$ cat src/design/hbt_pkg.sv
// Types and constants for the heartbeat timeout table.
package hbt_pkg;

	localparam int ID_W   = 16;
	localparam int TIME_W = 63;
	localparam int TO_W   = 32;

	localparam logic [TO_W-1:0] TIMEOUT_RESET = 32'd60000000;

	localparam logic CMD_HEARTBEAT = 1'b0;
	localparam logic CMD_TICK      = 1'b1;

	typedef enum logic [2:0] {
		KIND_UPDATED  = 3'd0,
		KIND_INSERTED = 3'd1,
		KIND_FULL     = 3'd2,
		KIND_EXPIRED  = 3'd3,
		KIND_NONE     = 3'd4
	} kind_t;

	// Item travelling down the cell row, with what it has gathered so far.
	typedef struct packed {
		logic              cmd;
		logic [ID_W-1:0]   id;
		logic [TIME_W-1:0] now;
		logic              hit;       // heartbeat id found and refreshed
		logic              free_vld;  // a free slot has been seen
		logic              pend_vld;  // an expired entry waits to be reported
		logic [ID_W-1:0]   pend_id;
	} token_t;

	// One result item.
	typedef struct packed {
		kind_t           kind;
		logic [ID_W-1:0] id;
		logic            last;
	} res_t;

	// Insert request broadcast from the row tail to all cells.
	typedef struct packed {
		logic              we;
		logic [ID_W-1:0]   id;
		logic [TIME_W-1:0] now;
	} slot_wr_t;

endpackage

$ cat src/design/hbt_cell.sv
// One table slot of the row: holds an entry and processes the passing item.
module hbt_cell #(
	parameter int IDX_W    = 4,
	parameter int CELL_IDX = 0
) (
	input  logic                    clk,
	input  logic                    arst_n,
	input  logic                    adv,
	input  logic [hbt_pkg::TO_W-1:0] timeout,
	input  logic                    tok_vld_i,
	input  hbt_pkg::token_t         tok_i,
	input  logic [IDX_W-1:0]        free_idx_i,
	input  hbt_pkg::slot_wr_t       wr,
	input  logic [IDX_W-1:0]        wr_idx,
	output logic                    tok_vld_o,
	output hbt_pkg::token_t         tok_o,
	output logic [IDX_W-1:0]        free_idx_o,
	output logic                    emit,
	output hbt_pkg::res_t           res
);
	import hbt_pkg::*;

	localparam logic [IDX_W-1:0] MY_IDX = IDX_W'(CELL_IDX);

	logic              valid_q;
	logic [ID_W-1:0]   id_q;
	logic [TIME_W-1:0] seen_q;
	logic              tok_vld_q;
	token_t            tok_q;
	logic [IDX_W-1:0]  free_idx_q;

	logic              is_hb;
	logic              match;
	logic              aged;
	logic              expired;
	logic [TIME_W-1:0] age;
	logic              wr_me;
	token_t            tok_nx;
	logic [IDX_W-1:0]  free_idx_nx;

	// Slot checks against the item in front of this cell
	always_comb begin
		is_hb   = tok_vld_i && (tok_i.cmd == CMD_HEARTBEAT);
		match   = valid_q && (id_q == tok_i.id);
		age     = tok_i.now - seen_q;
		aged    = (tok_i.now >= seen_q) &&
		          (age >= {{(TIME_W-TO_W){1'b0}}, timeout});
		expired = tok_vld_i && (tok_i.cmd == CMD_TICK) && valid_q && aged;
		wr_me   = wr.we && (wr_idx == MY_IDX);
	end

	// Update what the item carries on to the next cell
	always_comb begin
		tok_nx      = tok_i;
		free_idx_nx = free_idx_i;
		if (is_hb && match) begin
			tok_nx.hit = 1'b1;
		end
		if (is_hb && !valid_q && !tok_i.free_vld) begin
			tok_nx.free_vld = 1'b1;
			free_idx_nx     = MY_IDX;
		end
		if (expired) begin
			tok_nx.pend_vld = 1'b1;
			tok_nx.pend_id  = id_q;
		end
	end

	// A new expiry pushes out the one held before it, not the final one
	always_comb begin
		emit      = expired && tok_i.pend_vld;
		res.kind  = KIND_EXPIRED;
		res.id    = tok_i.pend_id;
		res.last  = 1'b0;
	end

	// Slot valid mark
	always_ff @(posedge clk or negedge arst_n) begin
		if (!arst_n) begin
			valid_q <= 1'b0;
		end else if (adv) begin
			if (wr_me) begin
				valid_q <= 1'b1;
			end else if (expired) begin
				valid_q <= 1'b0;
			end
		end
	end

	// Slot payload
	always_ff @(posedge clk) begin
		if (adv) begin
			if (wr_me) begin
				id_q   <= wr.id;
				seen_q <= wr.now;
			end else if (is_hb && match) begin
				seen_q <= tok_i.now;
			end
		end
	end

	// Hand the item to the neighbor
	always_ff @(posedge clk or negedge arst_n) begin
		if (!arst_n) begin
			tok_vld_q <= 1'b0;
		end else if (adv) begin
			tok_vld_q <= tok_vld_i;
		end
	end

	always_ff @(posedge clk) begin
		if (adv) begin
			tok_q      <= tok_nx;
			free_idx_q <= free_idx_nx;
		end
	end

	assign tok_vld_o  = tok_vld_q;
	assign tok_o      = tok_q;
	assign free_idx_o = free_idx_q;

endmodule

$ cat config.mk
export PLATFORM = sky130hd
export DESIGN_NAME = hbt_cell
export DESIGN_NICKNAME = d
export VERILOG_FILES = /design/src/design/hbt_pkg.sv /design/src/design/hbt_cell.sv
export SDC_FILE = /design/constraint.sdc
export NUM_CORES = 1
export LEC_CHECK = 0
export ABC_AREA = 1
export BUFFER_PORTS_ARGS = -buffer_cell sky130_fd_sc_hd__buf_2
export CORE_MARGIN = 2
export CORE_UTILIZATION = 50
export DETAILED_ROUTE_END_ITERATION = 16
export GPL_TIMING_DRIVEN = 0
export PLACE_DENSITY = 0.88
export SYNTH_ARGS = -nofsm -noshare
export SYNTH_HDL_FRONTEND = slang
export SYNTH_SLANG_ARGS = --single-unit
$ cat constraint.sdc
create_clock -name clk -period 6 [get_ports clk]
set_input_delay 0.6 -clock clk [delete_from_list [all_inputs] [get_ports clk]]
set_output_delay 0.6 -clock clk [all_outputs]
set_load 0.005 [all_outputs]
==> out/qor.yml, run 1 <==
grt:
  track_usage_pct: 30.05
  grt_pass1_vias: 13700
  overflow: 0
  grt_pass1_wl_um: 69900
  grt_max_degree: 68
  antenna_found_initial: 1
detailed_routing:
  drt_iter0_markers: 1123
  vias: 13970
  wl_per_cell_um: 15.95
  ant_nets: 0
  drt-pass1-iter-count: 6
  wirelength_um: 44940
  via_per_inst: 4.957
  drc_errors: 0
synthesis:
  synth_adder_area_share_pct: 8.510
  synth_seq_area_share_pct: 38.83
  synth_flop_cell: "edfxtp_1"
  synth_compound_area_share_pct: 3.982
  synth.mux.area_fraction_pct: 0
  mappedNetlistArea_um2: 14200
  yosys.area_share.simple_pct: 32.50
  synth_edf_count: 182
  synth_cell_types: 44
  yosys_warnings: 0
  syn_area_per_cell_um2: 6.901
  syn_inst: 2058
  synth_top_family_by_area: "simple AND/OR/NAND/NOR gates"
  yosys.area_share.xor_xnor_pct: 2.282
  synth_top_area_share_pct: 38.48
  yosysTopAreaCell: "edfxtp_1"
  netlist_top_cells_area: "edfxtp_1, nand2_1, inv_1"
  postSynth.asyncResetShare_pct: 1.087
  ys_ff_latch: 184
power_and_ir_drop:
  p_per_area_nw_per_um2: 200.6
  total_leakage_power_uw: 0.009664
  peakVddDrop_uv: 165.9
critical_path:
  arrival_ns: 4.78
  end_kind: "primary output"
  critPathMaxFanout: 10
  cpMaxStageDelayCell: "edfxtp_1"
  r2r_end: "tok_o[9]"
  worst-path-buf-inv: 4
  critical_path_class: "reg2out"
  start_kind: "register"
  worst_path_most_repeated_cell: "nand2_1"
  r2r-start: "seen_q[19]"
  r2r_slack_ns: 1.49
  path_delay_family: "simple AND/OR/NAND/NOR gates"
  cp.required_ns: 5.40
  max_stage_delay_ns: 0.34
  cp_cell_sequence: "inv_1 > ha_1 > nand2_1 > nor2_1 > nand2_1 > inv_1 > nand3_1 > nand3_1 > xor2_1 > ha_1 > nand2_1 > nor4_1 > nand2_1 > nor3_1 > nand3_1 > a21oi_1 > nand2_1 > nor2_1 > nor2_2 > nand2_2 > nand2_4 > buf_6 > nor2_1 > buf_2"
  r2r_cells: 24
layout:
  multi_input_area_um2: 6743
  drive_above_1_share_pct: 18.90
  layout_commonest_cell: "nand2_1"
  fin_area_um2: 17120
  nNetsFinal: 2745
  n_fill_cell: 2542
  synthToLayoutAreaGrowth_pct: 20.52
  regArea_um2: 5515
  mostFrequentLayoutCells: "nand2_1, inv_1, buf_2, edfxtp_1, nor2_1"
clock_tree:
  cts_max_path_buffers: 2
  cts_sinks: 184
  htreeDepth: 4
  cts_buffers: 17
  clk_pin_slew_ns: 0.08
  clk_latency_ns: 0.47
  clockRootBuffer: "clkbuf_16"
  tritoncts: "yes"
sta:
  tightest_slew_ns: 1.163
  setup_ws_ns: 0.6153
  max_slew_margin_pct: 22.46
  fin_tns_setup_ns: 0
  setup_viol: 0
  hold_viol_final: 0
  hold_slack_ns: 0.3041
  period_needed_ns: 5.385
  fin_crit_sh_pct: 89.74
  fin_skew_ns: 0.01164
  rsz0062_at_grt: "no"
  slew_violations: 0
  max_freq_ghz: 0.1857
die:
  initial_utilization_pct: 50.98
  dieArea_um2: 29770
  core_area_um2: 27860
  dieWidth_um: 172.5
  ios: 348
  die_h_um: 172.5
  rows: 61
placed_design:
  place.gp.congestion: 0.9575
  portBuffers: 343
  dp_hpwl_um: 37580
  dpl_worst_slack_ns: 0.9057
  post_dp_cell_area_um2: 16480
worst_hold_path:
  min_delay_worst_endpoint: "id_q[6]"
  min_path_type: "in2reg"
  worstHoldStart: "wr[69]"
  holdPathStages: 1
outcome:
  outcome: "complete, no violations"
job:
  cap_violations: 0
## worst max-delay path by stage
stage                     slack [ns]  depth (start not counted)    endpoint       start
after CTS                       0.74                         24        emit  seen_q[20]
after global placement         -1.35                          3  seen_q[26]         adv
final                           0.62                         24        emit  seen_q[19]
after floorplan                 1.27                          6   seen_q[0]   tok_i[89]
after global routing            0.42                         24        emit  seen_q[19]
after detailed placement        0.91                         24        emit   tok_i[38]
## through the flow
| stage | total power, µW | utilization [%] | cells |
|---|---|---|---|
| floorplan | 1938 | - | 2060 |
| global placement | 2229 | 58.87 | 2781 |
| finish | 3434 | 61.44 | 2818 |
| CTS | 3441 | 61.42 | 2817 |
| detailed placement | 2250 | 59.16 | 2784 |
| global route | 3583 | 61.44 | 2818 |
## logic make-up after synthesis
kind of cell | Yosys count
AND/OR/NAND/NOR | 1141
adder cells (fa/ha/maj) | 96
other | 2
buffers and inverters | 498
AO/OA/AOI/OAI | 100
XOR/XNOR | 37
flip-flops | 184
## sequential cells by signal, summed over array words and instances (netlist names)
signal      count
free_idx_o      4
id_q           16
seen_q         63
tok_o          99
tok_vld_o       1
valid_q         1
## cell type report
type | count | share of cell area, %
tap | 378 | 2.763
multi-input combinational | 1378 | 39.39
sequential | 184 | 32.22
timing repair buffer | 347 | 10.50
clock buffer | 17 | 2.485
clock inverter | 15 | 1.140
antenna | 1 | 0.01462
inverter | 461 | 10.11
buffer | 37 | 1.374
## synth_stat cells, types with 2 or more instances
| cell | n |
|---|---|
| o21bai_1 | 4 |
| xnor2_1 | 3 |
| o22ai_1 | 2 |
| nor2_2 | 21 |
| nor3_2 | 2 |
| nand2_2 | 10 |
| nor2_1 | 119 |
| o21ai_2 | 5 |
| nor3_1 | 13 |
| o21ai_0 | 16 |
| nand3b_1 | 3 |
| inv_2 | 12 |
| clkbuf_1 | 13 |
| nand4_1 | 23 |
| nor4_1 | 6 |
| and3_1 | 2 |
| buf_4 | 20 |
| conb_1 | 2 |
| nand3_1 | 73 |
| nand2_1 | 860 |
| and2_1 | 2 |
| xor2_1 | 34 |
| o211ai_1 | 2 |
| dfrtp_1 | 2 |
| buf_2 | 2 |
| nand3_2 | 5 |
| a21oi_1 | 61 |
| ha_1 | 95 |
| clkinv_1 | 2 |
| o21a_1 | 2 |
| a2111oi_0 | 2 |
| edfxtp_1 | 182 |
| inv_1 | 447 |
## timing repair
item,CTS,global route
resized for setup,0,0
hold endpoints to repair,2,0
hold buffers,1,0
buffers inserted,0,0
## power breakdown
group | switching, µW | internal, µW | leakage, µW
registers | 19.7 | 1480 | 0.00174
logic | 457 | 278 | 0.00762
clock network | 591 | 605 | 0.000303
total | 1070 | 2370 | 0.00966
## per-layer routing
layer  vias up  global-route usage [%]  routed length, µm
met5         -                       0                  0
met3        92                   5.211               3148
li1       7029                       -                  -
met4         0                   12.22               1835
met1      6262                   37.05              18350
met2       586                   52.21              21600
No activity file was read; power rests on OpenSTA's default activity.
==> run 2: changes to the inputs <==
- CELL_PAD_IN_SITES_DETAIL_PLACEMENT: not set -> 1
- CELL_PAD_IN_SITES_GLOBAL_PLACEMENT: not set -> 1
- CORE_UTILIZATION: 50 -> 35
==> run 2 against run 1 <==
Against the previous run:
- core utilization down 18 points
- non-clock buffer count unchanged
- combinational power up 3.0%
- count of clock-buffer cells in the layout unchanged
- critical path type unchanged
- largest cell class unchanged
- highest routed layer unchanged
==> out/qor.yml, run 2 (synthesis results as in run 1) <==
outcome:
  outcome: "complete, no violations"
sta:
  setup_viol: 0  # unchanged
  tightest_slew_ns: 1.190  # +0.02668 ns
  max_freq_ghz: 0.1856  # about the same
  max_slew_margin_pct: 20.68  # -1.8 points
  hold_viol_final: 0  # unchanged
  slew_violations: 0  # unchanged
  period_needed_ns: 5.388  # +0.003002 ns
  fin_skew_ns: 0.02440  # +0.01276 ns
  hold_slack_ns: 0.3011  # -0.003059 ns
  setup_ws_ns: 0.6123  # -0.003002 ns
  rsz0062_at_grt: "no"
  fin_crit_sh_pct: 89.79  # about the same
clock_tree:
  htreeDepth: 4  # unchanged
  cts_setup_buffers: 0  # unchanged
  cts_sinks: 184  # unchanged
  tritoncts: "yes"
  cts_resized: 0  # unchanged
  cts_buffers: 17  # unchanged
  clk_latency_ns: 0.48  # about the same
  clockRootBuffer: "clkbuf_16"
  clk_pin_slew_ns: 0.08  # about the same
  cts_max_path_buffers: 2  # unchanged
power_and_ir_drop:
  total_leakage_power_uw: 0.009629  # -0.36%
  power_uw: 3384  # -1.4%
  p_seq_share_pct: 44.4  # +0.6 points
  p_per_area_nw_per_um2: 196.3  # -2.2%
  netSwitchingPower_uw: 1076  # +0.74%
  pwr-share-comb_pct: 22.4  # +1.0 points
  p_int_uw: 2309  # -2.4%
  sw_frac_of_total_pct: 31.79  # +0.69 points
  peakVddDrop_uv: 203.8  # +23%
  pwr-share-clk_pct: 33.2  # -1.6 points
die:
  die_h_um: 205.4  # +19%
  initial_utilization_pct: 35.58  # -15 points
  core_area_um2: 39910  # +43%
  dieArea_um2: 42210  # +42%
  rows: 73  # +20%
  ios: 348  # unchanged
  dieWidth_um: 205.4  # +19%
job:
  cap_violations: 0  # unchanged
critical_path:
  worst-path-buf-inv: 5  # +1
  critPathMaxFanout: 10  # unchanged
  r2r_cells: 26  # +8.3%
  cpMaxStageDelayCell: "edfxtp_1"
  worst-path-stages: 26  # +8.3%
  critical_path_class: "reg2out"
  end_kind: "primary output"
  path_delay_family: "simple AND/OR/NAND/NOR gates"
  max_stage_delay_ns: 0.39  # +0.05 ns
  worst_path_most_repeated_cell: "nand2_1"
  arrival_ns: 4.79  # about the same
  start_kind: "register"
  cp.required_ns: 5.40  # about the same
grt:
  grt_pass1_wl_um: 79400  # +14%
  overflow: 0  # unchanged
  grt_pass1_vias: 14730  # +7.5%
  antenna_found_initial: 2  # +1
  track_usage_pct: 24.75  # -5.3 points
  grt_max_degree: 74  # +8.8%
layout:
  largest_reg_flops: 99  # unchanged
  fin_area_um2: 17240  # +0.75%
  layout.cells.non_filler: 2965  # +5.2%
  layout_commonest_cell: "nand2_1"
  drive_above_1_share_pct: 18.83  # -0.067 points
  synthToLayoutAreaGrowth_pct: 21.42
  n_fill_cell: 5242  # +110%
  mostFrequentLayoutCells: "nand2_1, inv_1, buf_2, edfxtp_1, nor2_1"
  nNetsFinal: 2745  # unchanged
detailed_routing:
  drt-pass1-iter-count: 5  # -1
  vias: 14180  # +1.5%
  wl_per_cell_um: 17.58  # +10%
  wirelength_um: 52130  # +16%
  drt_iter0_markers: 709  # -37%
  drc_errors: 0  # unchanged
  ant_nets: 0  # unchanged
  via_per_inst: 4.782  # -3.5%
placed_design:
  dp_hpwl_um: 44520  # +18%
  portBuffers: 343  # unchanged
  dpl_worst_slack_ns: 0.7665  # -0.1393 ns
  post_dp_cell_area_um2: 16660  # +1.1%
  place.gp.congestion: 0.9219  # -3.7%
  dp_cells: 2931  # +5.3%
worst_hold_path:
  min_path_type: "in2reg"
  holdPathStages: 1  # unchanged
## run 2: routing by layer
metal | share of wire, % | wire length, µm | global-route usage (%)
met5 | 0 | 0 | 0
met4 | 2.0 | 1017 | 7.271
met3 | 3.6 | 1871 | 2.566
met2 | 51 | 26690 | 45.72
met1 | 43 | 22550 | 30.24
## run 2: final cells by class
type | instances | area (µm²) | share of cell area (%)
Antenna cell | 3 | 7.507 | 0.04354
Buffer | 37 | 235.2 | 1.364
Clock buffer | 17 | 425.4 | 2.467
Clock inverter | 13 | 133.9 | 0.7764
Inverter | 461 | 1730 | 10.03
Multi-Input combinational cell | 1378 | 6743 | 39.10
Sequential cell | 184 | 5515 | 31.98
Tap cell | 525 | 656.9 | 3.809
Timing Repair Buffer | 347 | 1797 | 10.42
## run 2: timing repair
item / CTS / global route
hold buffers: 1 / 0
endpoints found under the setup margin: 0 / 0
endpoints found under the hold margin: 2 / 0
## run 2: per-stage QoR
step	util (%)	TNS (ns)
6_report	43.20	0
5_1_grt	43.20	0
4_1_cts	43.18	0
3_5_place_dp	41.75	0
3_3_place_gp	41.55	-96.74
2_1_floorplan	-	0
## run 2: final timing paths
check	start	to	slack [ns]
worst min-delay path	wr[73]	id_q[10]	0.30
worst min register to register	tok_vld_o	tok_vld_o	0.54
max in group asynchronous	arst_n	tok_vld_o	5.39
worst max-delay path	seen_q[8]	emit	0.61
min in group asynchronous	arst_n	valid_q	0.51
worst max register to register	seen_q[8]	tok_o[1]	1.49
## run 2: worst reg2reg max path: stages (launching register included)
cell	delay (ns)
edfxtp_1	0.39
inv_1	0.08
ha_1	0.27
nand2_1	0.16
inv_1	0.06
nand2_1	0.08
nand2_1	0.08
inv_1	0.09
nand3_2	0.18
nand2_1	0.11
nand3_1	0.23
xor2_1	0.24
ha_1	0.33
nand2_1	0.16
nor4_1	0.31
nand2_1	0.09
nor3_1	0.28
nand3_1	0.14
a21oi_1	0.17
nand2_1	0.09
nor2_1	0.14
nor2_2	0.06
nand2_2	0.11
nand2_4	0.11
buf_6	0.17
nand2_1	0.07
nand2_1	0.07
## run 2: power by group through the flow
stage	Combinational (µW)	Sequential, µW	Clock (µW)
6_report	757	1500	1120
5_1_grt	846	1510	1200
4_1_cts	759	1500	1160
3_5_place_dp	752	1530	0
3_3_place_gp	717	1530	0
2_1_floorplan	400	1540	0
==> run 3: changes to the inputs <==
- REMOVE_ABC_BUFFERS: not set -> 1
==> run 3 against run 2 <==
Against the previous run:
- fmax down 4.1%
- first-iteration DRC count down 24%
- non-clock buffer count down 35
- cell area down 0.75%
- global-route usage down 0.46 points
- sequential power about the same
- critical path depth unchanged
- critical endpoint unchanged
==> out/qor.yml, run 3 (synthesis results as in run 1) <==
outcome:
  outcome: "complete, no violations"
sta:
  fin_crit_sh_pct: 93.60  # +3.8 points
  setup_viol: 0  # unchanged
  slew_violations: 0  # unchanged
  period_needed_ns: 5.616  # +0.2283 ns
  rsz0062_at_grt: "no"
  hold_viol_final: 0  # unchanged
  tightest_slew_ns: 0.8959  # -0.2938 ns
  max_freq_ghz: 0.1781  # -4.1%
  max_slew_margin_pct: 39.72  # +19 points
  fin_skew_ns: 0.01317  # -0.01123 ns
placed_design:
  post_dp_cell_area_um2: 16470  # -1.1%
  portBuffers: 343  # unchanged
  place.gp.congestion: 0.9075  # -1.6%
  dp_hpwl_um: 43850  # -1.5%
die:
  dieArea_um2: 42210  # unchanged
  ios: 348  # unchanged
  core_area_um2: 39910  # unchanged
  rows: 73  # unchanged
  die_h_um: 205.4  # unchanged
  initial_utilization_pct: 35.58  # unchanged
  dieWidth_um: 205.4  # unchanged
worst_hold_path:
  min_path_type: "in2reg"
clock_tree:
  cts_sinks: 184  # unchanged
  clk_latency_ns: 0.49  # about the same
  cts_max_path_buffers: 2  # unchanged
  htreeDepth: 4  # unchanged
  cts_setup_buffers: 0  # unchanged
  clockRootBuffer: "clkbuf_16"
  cts_hold_buf: 1  # unchanged
  cts_resized: 0  # unchanged
  tritoncts: "yes"
  cts_buffers: 17  # unchanged
  clk_pin_slew_ns: 0.08  # about the same
grt:
  grt_max_degree: 71  # -4.1%
  grt_pass1_wl_um: 77490  # -2.4%
  overflow: 0  # unchanged
  grt_pass1_vias: 14560  # -1.1%
  met3_usage_pct: 3.690  # +1.1 points
  use_met1_pct: 28.74  # -1.5 points
  grt-busiest-layer: "met2"
  met2_usage_pct: 45.10  # -0.62 points
  track_usage_pct: 24.29  # -0.46 points
  antenna_found_initial: 1  # -1
layout:
  fin_area_um2: 17120  # -0.75%
  largest_reg_flops: 99  # unchanged
  drive_above_1_share_pct: 18.31  # -0.52 points
  regArea_um2: 5515  # unchanged
  nNetsFinal: 2710  # -1.3%
  layout_commonest_cell: "nand2_1"
  n_fill_cell: 5280  # +0.72%
  multi_input_area_um2: 6748  # about the same
  mostFrequentLayoutCells: "nand2_1, inv_1, buf_2, edfxtp_1, nor2_1"
  synthToLayoutAreaGrowth_pct: 20.51
detailed_routing:
  ant_nets: 0  # unchanged
  drt-pass1-iter-count: 4  # -1
  wl_per_cell_um: 17.39  # -1.1%
  drc_errors: 0  # unchanged
  wirelength_um: 50940  # -2.3%
  vias: 13850  # -2.3%
  drt_iter0_markers: 541  # -24%
  via_per_inst: 4.727  # -1.1%
critical_path:
  cp.required_ns: 5.40  # about the same
  arrival_ns: 5.02  # +0.23 ns
  end_kind: "primary output"
  critPathMaxFanout: 24  # +14
  start_kind: "register"
  critical_path_class: "reg2out"
power_and_ir_drop:
  total_leakage_power_uw: 0.009551  # -0.81%
  p_seq_share_pct: 43.1  # -1.3 points
  pwr-share-clk_pct: 35.5  # +2.3 points
  p_per_area_nw_per_um2: 203.5  # +3.7%
  power_uw: 3483  # +2.9%
  p_int_uw: 2392  # +3.6%
  sw_frac_of_total_pct: 31.32  # -0.47 points
  peakVddDrop_uv: 199.1  # -2.3%
  pwr-share-comb_pct: 21.4  # -1.0 points
  netSwitchingPower_uw: 1091  # +1.4%
job:
  cap_violations: 0  # unchanged
run 3: changes by cell type in the layout (fill, tap and decap cells not counted), sizes merged:
cell,before,now
buf,370,348
clkbuf,30,17
bufinv,0,2
clkinvlp,2,0
diode,3,1
inv,466,467
run 3: per-stage QoR:
stage / cells / setup slack [ns] / utilization (%) / hold WS [ns] / setup TNS (ns)
floorplan: 2023 / -0.4271 / - / 0.3044 / -26.91
global placement: 2891 / -4.171 / 40.96 / 0.3933 / -261.96
detailed placement: 2896 / 0.5170 / 41.27 / 0.3958 / 0
CTS: 2928 / 0.2561 / 42.87 / 0.2243 / 0
global route: 2929 / 0.08010 / 42.88 / 0.2447 / 0
finish: 2929 / 0.3840 / 42.88 / 0.2787 / 0
run 3: per-layer routing:
layer,share of wire [%],vias to the layer above
li1,-,6944
met1,42,6570
met2,52,279
met3,3.4,53
met4,2.1,0
met5,0,-
run 3: final cells by class:
cell class                 count  area share, %
multi-input combinational   1378          39.43
inverter                     461          10.11
clock buffer                  17          2.486
tap                          525          3.838
sequential                   184          32.22
timing repair buffer         349          10.73
antenna                        1        0.01462
clock inverter                14          1.170
run 3: power by group through the flow:
stage	clock [µW]	combinational, µW	sequential [µW]
after global placement	0	711	1530
after CTS	1280	751	1500
after global routing	1310	834	1510
after floorplan	0	387	1540
final	1240	744	1500
after detailed placement	0	744	1530
run 3: path summary, 6_finish.rpt:
| check | start | cells after the start | slack [ns] | to |
|---|---|---|---|---|
| setup / recovery | seen_q[0] | 26 | 0.38 | emit |
| hold / removal | wr[64] | 1 | 0.28 | id_q[1] |
| setup reg to reg | seen_q[0] | 26 | 1.31 | tok_o[4] |
| hold reg to reg | tok_vld_o | 2 | 0.49 | tok_vld_o |
| max in group asynchronous | arst_n | 2 | 5.48 | tok_vld_o |
| min in group asynchronous | arst_n | 2 | 0.42 | valid_q |
run 3: worst max-delay path, stage by stage (launching register included):
cell and delay, ns:
edfxtp_1 0.38, ha_1 0.22, fa_1 0.42, inv_1 0.14
nand3_1 0.10, nand2_2 0.12, nand2_1 0.08, nand2_2 0.16
nand2_1 0.09, nand2_2 0.10, nand2_1 0.06, nand2_1 0.18
xor2_1 0.11, ha_1 0.35, nand2_1 0.11, nor3_1 0.18
nand2_1 0.10, nor3_1 0.19, nand3_1 0.20, a21oi_1 0.17
nand2_1 0.07, nor2_1 0.11, nor2_2 0.06, nand2_2 0.25
nand2_4 0.27, nor2_1 0.17, buf_2 0.14
